File: src/rtl/patk_pkg.sv
`default_nettype none

package patk_pkg;

   localparam int INDEX_BITS     = 16;
   localparam int CORDIC_STEPS   = 28;
   localparam int STEP_BITS      = $clog2(CORDIC_STEPS);
   localparam int Q_DEPTH        = 2;
   localparam int Q_PTR_BITS     = $clog2(Q_DEPTH);
   localparam int Q_CNT_BITS     = $clog2(Q_DEPTH + 1);
   localparam int CSR_INDEX_BITS = 2;
   localparam int XY_W           = 48;

   localparam logic [CSR_INDEX_BITS-1:0] CSR_INV_DOMAIN = 2'd0;
   localparam logic [CSR_INDEX_BITS-1:0] CSR_STRETCH    = 2'd1;
   localparam logic [CSR_INDEX_BITS-1:0] CSR_WEIGHT_ADJ = 2'd2;
   localparam logic [CSR_INDEX_BITS-1:0] CSR_POLE_TOL   = 2'd3;

   localparam logic [31:0] ONE_Q24      = 32'h0100_0000;
   localparam logic [63:0] INVPI_Q62    = 64'h145F_306D_C9C8_82A5;
   localparam logic [63:0] QUARTER_Q62  = 64'h1000_0000_0000_0000;
   localparam logic [63:0] SUM_LIMIT    = 64'h7FFF_FFFF_FFFF_FFFF;

   typedef struct packed {
      logic [INDEX_BITS-1:0] target_index;
      logic signed [31:0]    tgt_pos;
      logic signed [31:0]    src_pos;
      logic signed [31:0]    src_charge;
      logic signed [31:0]    src_weight;
      logic                  last_source;
   } req_type;

   typedef struct packed {
      logic [INDEX_BITS-1:0] result_target;
      logic signed [63:0]    potential_increment;
   } rsp_type;

   typedef struct packed {
      logic [31:0] inv_domain_length;
      logic [31:0] stretch;
      logic [31:0] weight_adjust;
      logic [7:0]  pole_tolerance;
   } cfg_type;

   typedef struct packed {
      logic [INDEX_BITS-1:0] index;
      logic                  skip;
      logic                  last;
      logic signed [23:0]    phase;
      logic [24:0]           frac;
      logic signed [39:0]    qw;
   } pair_type;

   typedef logic signed [63:0] angle_arr_type [CORDIC_STEPS];

   function automatic logic [63:0] div_odd(input logic [63:0] v, input int k);
      logic [63:0] q;
      case (k)
         0:  q = v / 1;
         1:  q = v / 3;
         2:  q = v / 5;
         3:  q = v / 7;
         4:  q = v / 9;
         5:  q = v / 11;
         6:  q = v / 13;
         7:  q = v / 15;
         8:  q = v / 17;
         9:  q = v / 19;
         10: q = v / 21;
         11: q = v / 23;
         12: q = v / 25;
         13: q = v / 27;
         14: q = v / 29;
         15: q = v / 31;
         16: q = v / 33;
         17: q = v / 35;
         18: q = v / 37;
         19: q = v / 39;
         20: q = v / 41;
         21: q = v / 43;
         22: q = v / 45;
         23: q = v / 47;
         24: q = v / 49;
         25: q = v / 51;
         26: q = v / 53;
         27: q = v / 55;
         28: q = v / 57;
         29: q = v / 59;
         30: q = v / 61;
         31: q = v / 63;
         default: q = v;
      endcase
      return q;
   endfunction

   // Arctangent of 2^-i in half-turns, Q.62, from the alternating series.
   function automatic logic signed [63:0] half_turn_angle(input int i);
      logic signed [63:0] sum;
      logic signed [63:0] t;
      int sh;
      int k;
      sum = '0;
      sh  = i;
      if (i == 0) begin
         sum = QUARTER_Q62;
      end else begin
         for (k = 0; k < 32; k++) begin
            if (sh < 63) begin
               t   = div_odd(INVPI_Q62 >> sh, k);
               sum = k[0] ? sum - t : sum + t;
               sh  = sh + 2 * i;
            end
         end
      end
      return sum;
   endfunction

   function automatic angle_arr_type build_angles();
      angle_arr_type a;
      int n;
      for (n = 0; n < CORDIC_STEPS; n++) begin
         a[n] = half_turn_angle(n);
      end
      return a;
   endfunction

   localparam angle_arr_type ANGLE_TABLE = build_angles();

endpackage

`default_nettype wire

File: src/rtl/patk_queue.sv
`default_nettype none

module patk_queue (
   input  wire logic               clock,
   input  wire logic               reset,
   input  wire logic               push,
   input  wire patk_pkg::pair_type push_data,
   output logic                    full,
   input  wire logic               pop,
   output logic                    empty,
   output patk_pkg::pair_type      pop_data
);
   import patk_pkg::*;

   pair_type                entry_ff [Q_DEPTH];
   logic [Q_PTR_BITS-1:0]   wr_ptr_ff, wr_ptr_in;
   logic [Q_PTR_BITS-1:0]   rd_ptr_ff, rd_ptr_in;
   logic [Q_CNT_BITS-1:0]   count_ff, count_in;

   assign full     = (count_ff == Q_CNT_BITS'(Q_DEPTH));
   assign empty    = (count_ff == '0);
   assign pop_data = entry_ff[rd_ptr_ff];

   always_comb begin
      wr_ptr_in = wr_ptr_ff;
      rd_ptr_in = rd_ptr_ff;
      count_in  = count_ff;
      if (push) begin
         wr_ptr_in = (wr_ptr_ff == Q_PTR_BITS'(Q_DEPTH - 1)) ? '0 : wr_ptr_ff + 1'b1;
      end
      if (pop) begin
         rd_ptr_in = (rd_ptr_ff == Q_PTR_BITS'(Q_DEPTH - 1)) ? '0 : rd_ptr_ff + 1'b1;
      end
      if (push && !pop) begin
         count_in = count_ff + 1'b1;
      end else if (pop && !push) begin
         count_in = count_ff - 1'b1;
      end
   end

   always_ff @(posedge clock) begin
      if (reset) begin
         wr_ptr_ff <= '0;
         rd_ptr_ff <= '0;
         count_ff  <= '0;
      end else begin
         wr_ptr_ff <= wr_ptr_in;
         rd_ptr_ff <= rd_ptr_in;
         count_ff  <= count_in;
      end
   end

   always_ff @(posedge clock) begin
      if (push) begin
         entry_ff[wr_ptr_ff] <= push_data;
      end
   end

endmodule

`default_nettype wire

File: config.mk
export PLATFORM = sky130hd
export DESIGN_NAME = patk_queue
export DESIGN_NICKNAME = d
export VERILOG_FILES = /design/src/rtl/patk_pkg.sv /design/src/rtl/patk_queue.sv
export SDC_FILE = /design/constraint.sdc
export NUM_CORES = 1
export LEC_CHECK = 0
export ABC_AREA = 0
export BUFFER_PORTS_ARGS = -buffer_cell sky130_fd_sc_hd__buf_4
export CAP_MARGIN = 20
export CELL_PAD_IN_SITES_DETAIL_PLACEMENT = 1
export CELL_PAD_IN_SITES_GLOBAL_PLACEMENT = 2
export CORE_MARGIN = 1.5
export CORE_UTILIZATION = 41
export CTS_CLUSTER_DIAMETER = 30
export DETAILED_ROUTE_END_ITERATION = 12
export PLACE_DENSITY = 0.84
export SLEW_MARGIN = 5
export SYNTH_ARGS = -nofsm -noshare
export SYNTH_HDL_FRONTEND = slang
export SYNTH_SLANG_ARGS = --single-unit
File: constraint.sdc
create_clock -name clock -period 17.1 [get_ports clock]
set_input_delay 2.565 -clock clock [delete_from_list [all_inputs] [get_ports clock]]
set_output_delay 2.565 -clock clock [all_outputs]
set_load 0.03 [all_outputs]
==> results of run 1 <==
==> area by class of cell <==
cell class | instances | area, um2 | area share, %
Clock buffer | 49 | 1100 | 9.65
Clock inverter | 30 | 289 | 2.54
Inverter | 1 | 3.75 | 0.0330
Multi-Input combinational cell | 123 | 1430 | 12.6
Sequential cell | 219 | 6530 | 57.4
Tap cell | 265 | 332 | 2.91
Timing Repair Buffer | 224 | 1700 | 14.9
==> path summary, 6_finish.rpt <==
| path | start | to | slack [ns] | cells after the start |
|---|---|---|---|---|
| setup / recovery | register | pop_data[86] | 11.73 | 3 |
| hold / removal | count_ff[1]$_SDFFE_PP0P_ | count_ff[1]$_SDFFE_PP0P_ | 0.53 | 2 |
| setup reg to reg | wr_ptr_ff$_SDFFE_PP0P_ | entry_ff[0][37]$_DFFE_PP_ | 14.53 | 3 |
| hold reg to reg | count_ff[1]$_SDFFE_PP0P_ | count_ff[1]$_SDFFE_PP0P_ | 0.53 | 2 |
==> kinds of logic (layout without fill, tap and decap cells) <==
| family | after synthesis | count (layout) | share of synthesized area (%) |
|---|---|---|---|
| adders and majority gates | 1 | 1 | 0.156 |
| xor gates and xnor gates | 4 | 4 | 0.436 |
| DFF | 219 | 219 | 81.2 |
| AOI/OAI and AO/OA | 2 | 2 | 0.124 |
| muxes | 107 | 107 | 16.4 |
| and+or+nand+nor | 9 | 9 | 0.545 |
| buffers and inverters | 13 | 304 | 1.18 |
==> report_power, final <==
group | internal (mW) | switching (mW) | leakage [nW]
logic | 0.0870 | 0.113 | 1.65
clock network | 0.534 | 0.259 | 0.678
registers | 0.629 | 0.0134 | 2.05
total | 1.25 | 0.385 | 4.38
==> worst max-delay path: cells and delay by family (launching register included) <==
family | cells | cell delay (ns)
buffers and inverters | 2 | 0.97
flip-flops | 1 | 0.82
multiplexers | 1 | 0.44
==> layer usage <==
layer  vias to the layer above  part of all wire (%)  GRT usage [%]
li1                       1933                     -              -
met1                      2138                    38           19.6
met2                       170                    51           29.3
met3                        45                   8.0           6.07
met4                         0                   2.8           6.62
met5                         -                     0              0
==> sequential cells by signal, summed over array words and instances, names as in the netlist, named ones only <==
| signal | cells |
|---|---|
| entry_ff | 214 |
| wr_ptr_ff | 1 |
| count_ff | 2 |
| rd_ptr_ff | 1 |
==> layout by cell type, fill, tap and decap left out, types with 2 or more instances in the layout <==
cell and instances:
mux2_2 77, clkinv_1 6, clkbuf_16 43, bufinv_16 5
edfxtp_1 214, xor2_1 2, inv_6 3, clkinvlp_4 4
buf_4 223, dfxtp_1 4, clkbuf_1 6, clkinv_2 12
mux2_4 30, nor2_1 5, xnor2_1 2
==> through the flow <==
stage	hold WS [ns]	instances	total power, mW	setup WS [ns]	instance area, um2
floorplan	0.461	355	0.772	9.30	8040
global placement	0.474	831	0.845	12.26	9970
detailed placement	0.530	832	0.852	12.15	10000
CTS	0.534	911	1.65	11.68	11400
global route	0.572	911	1.69	11.57	11400
finish	0.533	911	1.63	11.73	11400
==> results.md, run 1 <==
- Top post-synthesis cells by count: edfxtp_1, mux2_2, mux2_4, buf_2
- Synth Net Count: 467
- Tmin final: 5.37 ns
- Routed vias: 4286
- Measured slew at the worst slew-check pin: 0.917 ns
- Slew margin rel.: 38.8%
- Fin. max-slew vios: 0
- Die height: 143 um
- Critical setup path kind: reg2out
- First-pass GRT wire length: 26200 um
- Via-per-instance ratio: 4.70
- Endpoints failing setup: 0
- Post-synth ARST share: 0%
- Top cell type by total area after synthesis: edfxtp_1
- CP max stage delay: 0.82 ns
- Layout Utilization: 58.9%
- Clk_lat worst skew: 0.51 ns
- Status: finished, final reports clean
- Antenna cell count: 0
- Post-route setup TNS: 0 ns
- DRC Markers: 0
- Leak Pwr: 4.38 nW
- CP Data Arrival Time: 2.80 ns
- Clock skew: 0.0106 ns
- Unrepaired setup endpoints after global routing: no
- Antenna-violating nets left: 0
- Most frequent CP cell: buf_4
- Register area share after synthesis: 81.2%
- Fmax: 0.186 GHz
- Post-synth EDFFs: 214
- Std-Cell Rows: 51
- Die ar.: 20500 um2
- Vias in the first global route: 4778
- Core Region: 19300 um2
- Post_cts resized: 0
- Max FO, Critical Path: 57
- Num Clock Sinks: 219
- Mapped Cells: 355
- Critical-path top delay cell: dfxtp_4
- DPL Wire Length: 11000 um
- I/O Pins: 220
- Synth warn: 0
- Top cells by area, synth: edfxtp_1, mux2_2, mux2_4
- Routed wire per std cell: 19.1 um
- Final period util: 31.4%
- Top FF cell, synth: edfxtp_1
- Post-CTS Setup Bufs: 0
- Largest net degree at the start of global routing: 58
- WL final: 17400 um
- CTS Buf Count: 43
- Final hold vios: 0
- Area Growth Syn to Fin: 41.6%
- DRT iter0 DRCs: 167
- Hold Path Class: reg2reg
- Max Root-Sink Buffers: 3
- Initial Utilization: 41.6%
- Initial antenna violation count: 0
- I/O Buffers: 219
- Worst setup SP type: register
- Most numerous cell in the Yosys netlist: edfxtp_1
- CP endpoint kind: output pin
- Htree depth: 2
- Pwr per Cell Area: 144 nW/um2
- Number of library cell types mapped by synthesis: 16
- Worst-path clk slew: 0.04 ns
- CTS root buf: clkbuf_16
- Avg Cell Area, Syn: 22.6 um2
- GRT overflow: 0
- NumNets Final: 724
- Gr usage total: 17.1%
- Crit path cell chain: buf_4, mux2_2, buf_4
- Max Cap Viol: 0
- Worst Path Required: 14.53 ns
- DR pass1 iterations: 4
- Number of synthesized register bits: 219
- Cts hold-fix bufs: 0
- Die W: 143 um
- RePlAce Congestion: 0.698
- Layout cells sized above 1: 62.1%
- Synth top area share: 79.9%
- Fillers: 1737
- CTS tree: yes
- Cell area after synthesis: 8040 um2
- Worst IR drop on VDD: 0.0788 mV
(Power assumes the default switching activity.)
==> run 2: changes to the inputs <==
--- a/config.mk
+++ b/config.mk
@@ -11,10 +11,10 @@
 export CELL_PAD_IN_SITES_DETAIL_PLACEMENT = 1
 export CELL_PAD_IN_SITES_GLOBAL_PLACEMENT = 2
 export CORE_MARGIN = 1.5
-export CORE_UTILIZATION = 41
+export CORE_UTILIZATION = 34
 export CTS_CLUSTER_DIAMETER = 30
 export DETAILED_ROUTE_END_ITERATION = 12
-export PLACE_DENSITY = 0.84
+export PLACE_DENSITY = 0.75
 export SLEW_MARGIN = 5
 export SYNTH_ARGS = -nofsm -noshare
 export SYNTH_HDL_FRONTEND = slang
==> constraint.sdc (replaced) <==
create_clock -name clock -period 4.6 [get_ports clock]
set_input_delay 0.69 -clock clock [delete_from_list [all_inputs] [get_ports clock]]
set_output_delay 0.69 -clock clock [all_outputs]
set_load 0.03 [all_outputs]
==> run 2 against run 1 <==
Compared with the run above: flip-flop and latch count unchanged; via count down 0.16%; final cell count up 6.9%; routed wire length up 1.8%; register-to-register slack worse by 12 ns; largest power group unchanged; highest routed layer unchanged.
==> results.md, run 2 (synthesis results as in run 1) <==
- Max Cap Viol: 0 (unchanged)
- Post-CTS Setup Bufs: 0 (unchanged)
- Routed wire per std cell: 18.2 um (-4.8%)
- Placed cell areas: 10100 um2 (+0.85%)
- DRC Markers: 0 (unchanged)
- Most common cell after layout, fill and taps aside: buf_4
- Leak Pwr: 4.52 nW (+3.1%)
- Antenna-violating nets left: 0 (unchanged)
- Post-Layout Inst Area: 11800 um2 (+3.2%)
- WL final: 17700 um (+1.8%)
- Top reg by flops: entry_ff
- I/O Pins: 220 (unchanged)
- CTS root buf: clkbuf_16
- DR pass1 iterations: 4 (unchanged)
- GRT overflow: 0 (unchanged)
- Pwr per Cell Area: 560 nW/um2 (+290%)
- DPL Wire Length: 11600 um (+5.1%)
- Critical-path top delay cell: dfxtp_4
- Antenna cell count: 0 (unchanged)
- Worst hold path startpoint: push_data[41]
- Fin. max-slew vios: 0 (unchanged)
- Post-route setup TNS: 0 ns (unchanged)
- DRT iter0 DRCs: 172 (+3.0%)
- Hold path endpoint: entry_ff[0][41]$_DFFE_PP_
- Largest register FFs: 214 (unchanged)
- Biggest regs: entry_ff x214, count_ff x2
- RR Endpoint: entry_ff[1][72]$_DFFE_PP_
- Max Root-Sink Buffers: 3 (unchanged)
- Clock skew: 0.0134 ns (+0.00282 ns)
- Worst Path Required: 3.91 ns (-10.62 ns)
- Routed vias: 4279 (-0.16%)
- Die height: 157 um (+9.6%)
- Most frequent cells in the layout: buf_4, edfxtp_1, mux2_2
- CP endpoint kind: output pin
- Unrepaired setup endpoints after global routing: no
- Tmin final: 3.03 ns
- Placed Cells: 886 (+6.5%)
- Final WS setup: 1.57 ns (-10.16 ns)
- Clk_lat worst skew: 0.51 ns (about the same)
- Htree depth: 2 (unchanged)
- Core Region: 23300 um2 (+21%)
- Delay-heaviest family, CP: flip-flops
- R2R setup slack: 2.72 ns (-11.81 ns)
- Die W: 157 um (+9.6%)
- Total power: 6.58 mW (+300%)
- I/O Buffers: 219 (unchanged)
- Slew margin rel.: 51.2% (+12 points)
- Via-per-instance ratio: 4.39 (-6.6%)
- Critical path buffers and inverters: 2 (unchanged)
- Register-to-Register Path Depth: 2 (-1)
- Initial Utilization: 34.5% (-7.1 points)
- Cts hold-fix bufs: 0 (unchanged)
- NumNets Final: 729 (+0.69%)
- Non-Filler Instances: 974 (+6.9%)
- Pre-CTS worst setup slack: 2.01 ns (-10.14 ns)
- Worst IR drop on VDD: 0.301 mV (+280%)
- RePlAce Congestion: 0.678 (-3.0%)
- CP Data Arrival Time: 2.34 ns (-0.46 ns)
- Crit path cell chain: buf_12, mux2_2, buf_4
- Layout cells sized above 1: 63.2% (+1.1 points)
- Measured slew at the worst slew-check pin: 0.732 ns (-0.185 ns)
- Vias in the first global route: 4820 (+0.88%)
- CTS Buf Count: 48 (+12%)
- First-pass GRT wire length: 26500 um (+1.1%)
- CTS tree: yes
- Gr usage total: 14.4% (-2.7 points)
- Die ar.: 24600 um2 (+20%)
- Max FO, Critical Path: 61 (+7.0%)
- Status: finished, final reports clean
- RR Startpoint: wr_ptr_ff$_SDFFE_PP0P_
- Hold Path Class: in2reg
- Critical setup path kind: reg2out
- Post_cts resized: 0 (unchanged)
- Worst setup SP type: register
- Area Growth Syn to Fin: 46.2%
- CP max stage delay: 0.79 ns (-0.03 ns)
- Endpoints failing setup: 0 (unchanged)
- Fmax: 0.330 GHz
- Largest net degree at the start of global routing: 67 (+16%)
- Num Clock Sinks: 219 (unchanged)
- Hold Crit Depth: 1 (-1)
- Final period util: 65.9%
- Final hold vios: 0 (unchanged)
- Initial antenna violation count: 0 (unchanged)
- Worst-path clk slew: 0.04 ns (about the same)
- Std-Cell Rows: 56 (+9.8%)
-- run 2: cell type report --
cell class | count | area (um2)
Clock buffer | 49 | 1230
Tap cell | 319 | 399
Clock inverter | 39 | 444
Multi-Input combinational cell | 123 | 1430
Timing Repair Buffer | 224 | 1720
Sequential cell | 219 | 6530
Inverter | 1 | 3.75
Fill cell | 2180 | 11600
-- run 2: stage by stage --
| stage | util, % | hold slack (ns) |
|---|---|---|
| floorplan | - | 0.461 |
| global placement | 43.2 | 0.481 |
| detailed placement | 43.2 | 0.520 |
| CTS | 50.4 | 0.329 |
| global route | 50.4 | 0.328 |
| finish | 50.4 | 0.356 |
-- run 2: how the worst max path moves through the flow --
stage	startpoint	endpoint	slack, ns	cells after the start
after floorplan	push	entry_ff[0][0]$_DFFE_PP_	0.68	1
after global placement	register	pop_data[23]	2.04	3
after detailed placement	register	pop_data[0]	2.01	3
after CTS	register	pop_data[0]	1.45	3
after global routing	register	pop_data[91]	1.40	3
final	register	pop_data[91]	1.57	3
-- run 2: worst register-to-register path, stage by stage (launching register included) --
cell	delay (ns)
dfxtp_1	0.40
and2_4	0.53
buf_4	0.57
-- run 2: per-layer routing --
| metal | wire (um) | track usage, % | vias to the layer above |
|---|---|---|---|
| met5 | 0 | 0 | - |
| met4 | 312 | 5.80 | 0 |
| met3 | 1390 | 4.68 | 28 |
| met2 | 9210 | 24.7 | 173 |
| met1 | 6800 | 16.5 | 2117 |
| li1 | - | - | 1961 |
-- run 2: where the power goes --
part / total, mW / internal, mW / switching, mW / leakage (nW)
clock network: 3.45 / 2.43 / 1.02 / 0.809
logic: 0.745 / 0.327 / 0.418 / 1.66
registers: 2.39 / 2.34 / 0.0498 / 2.05
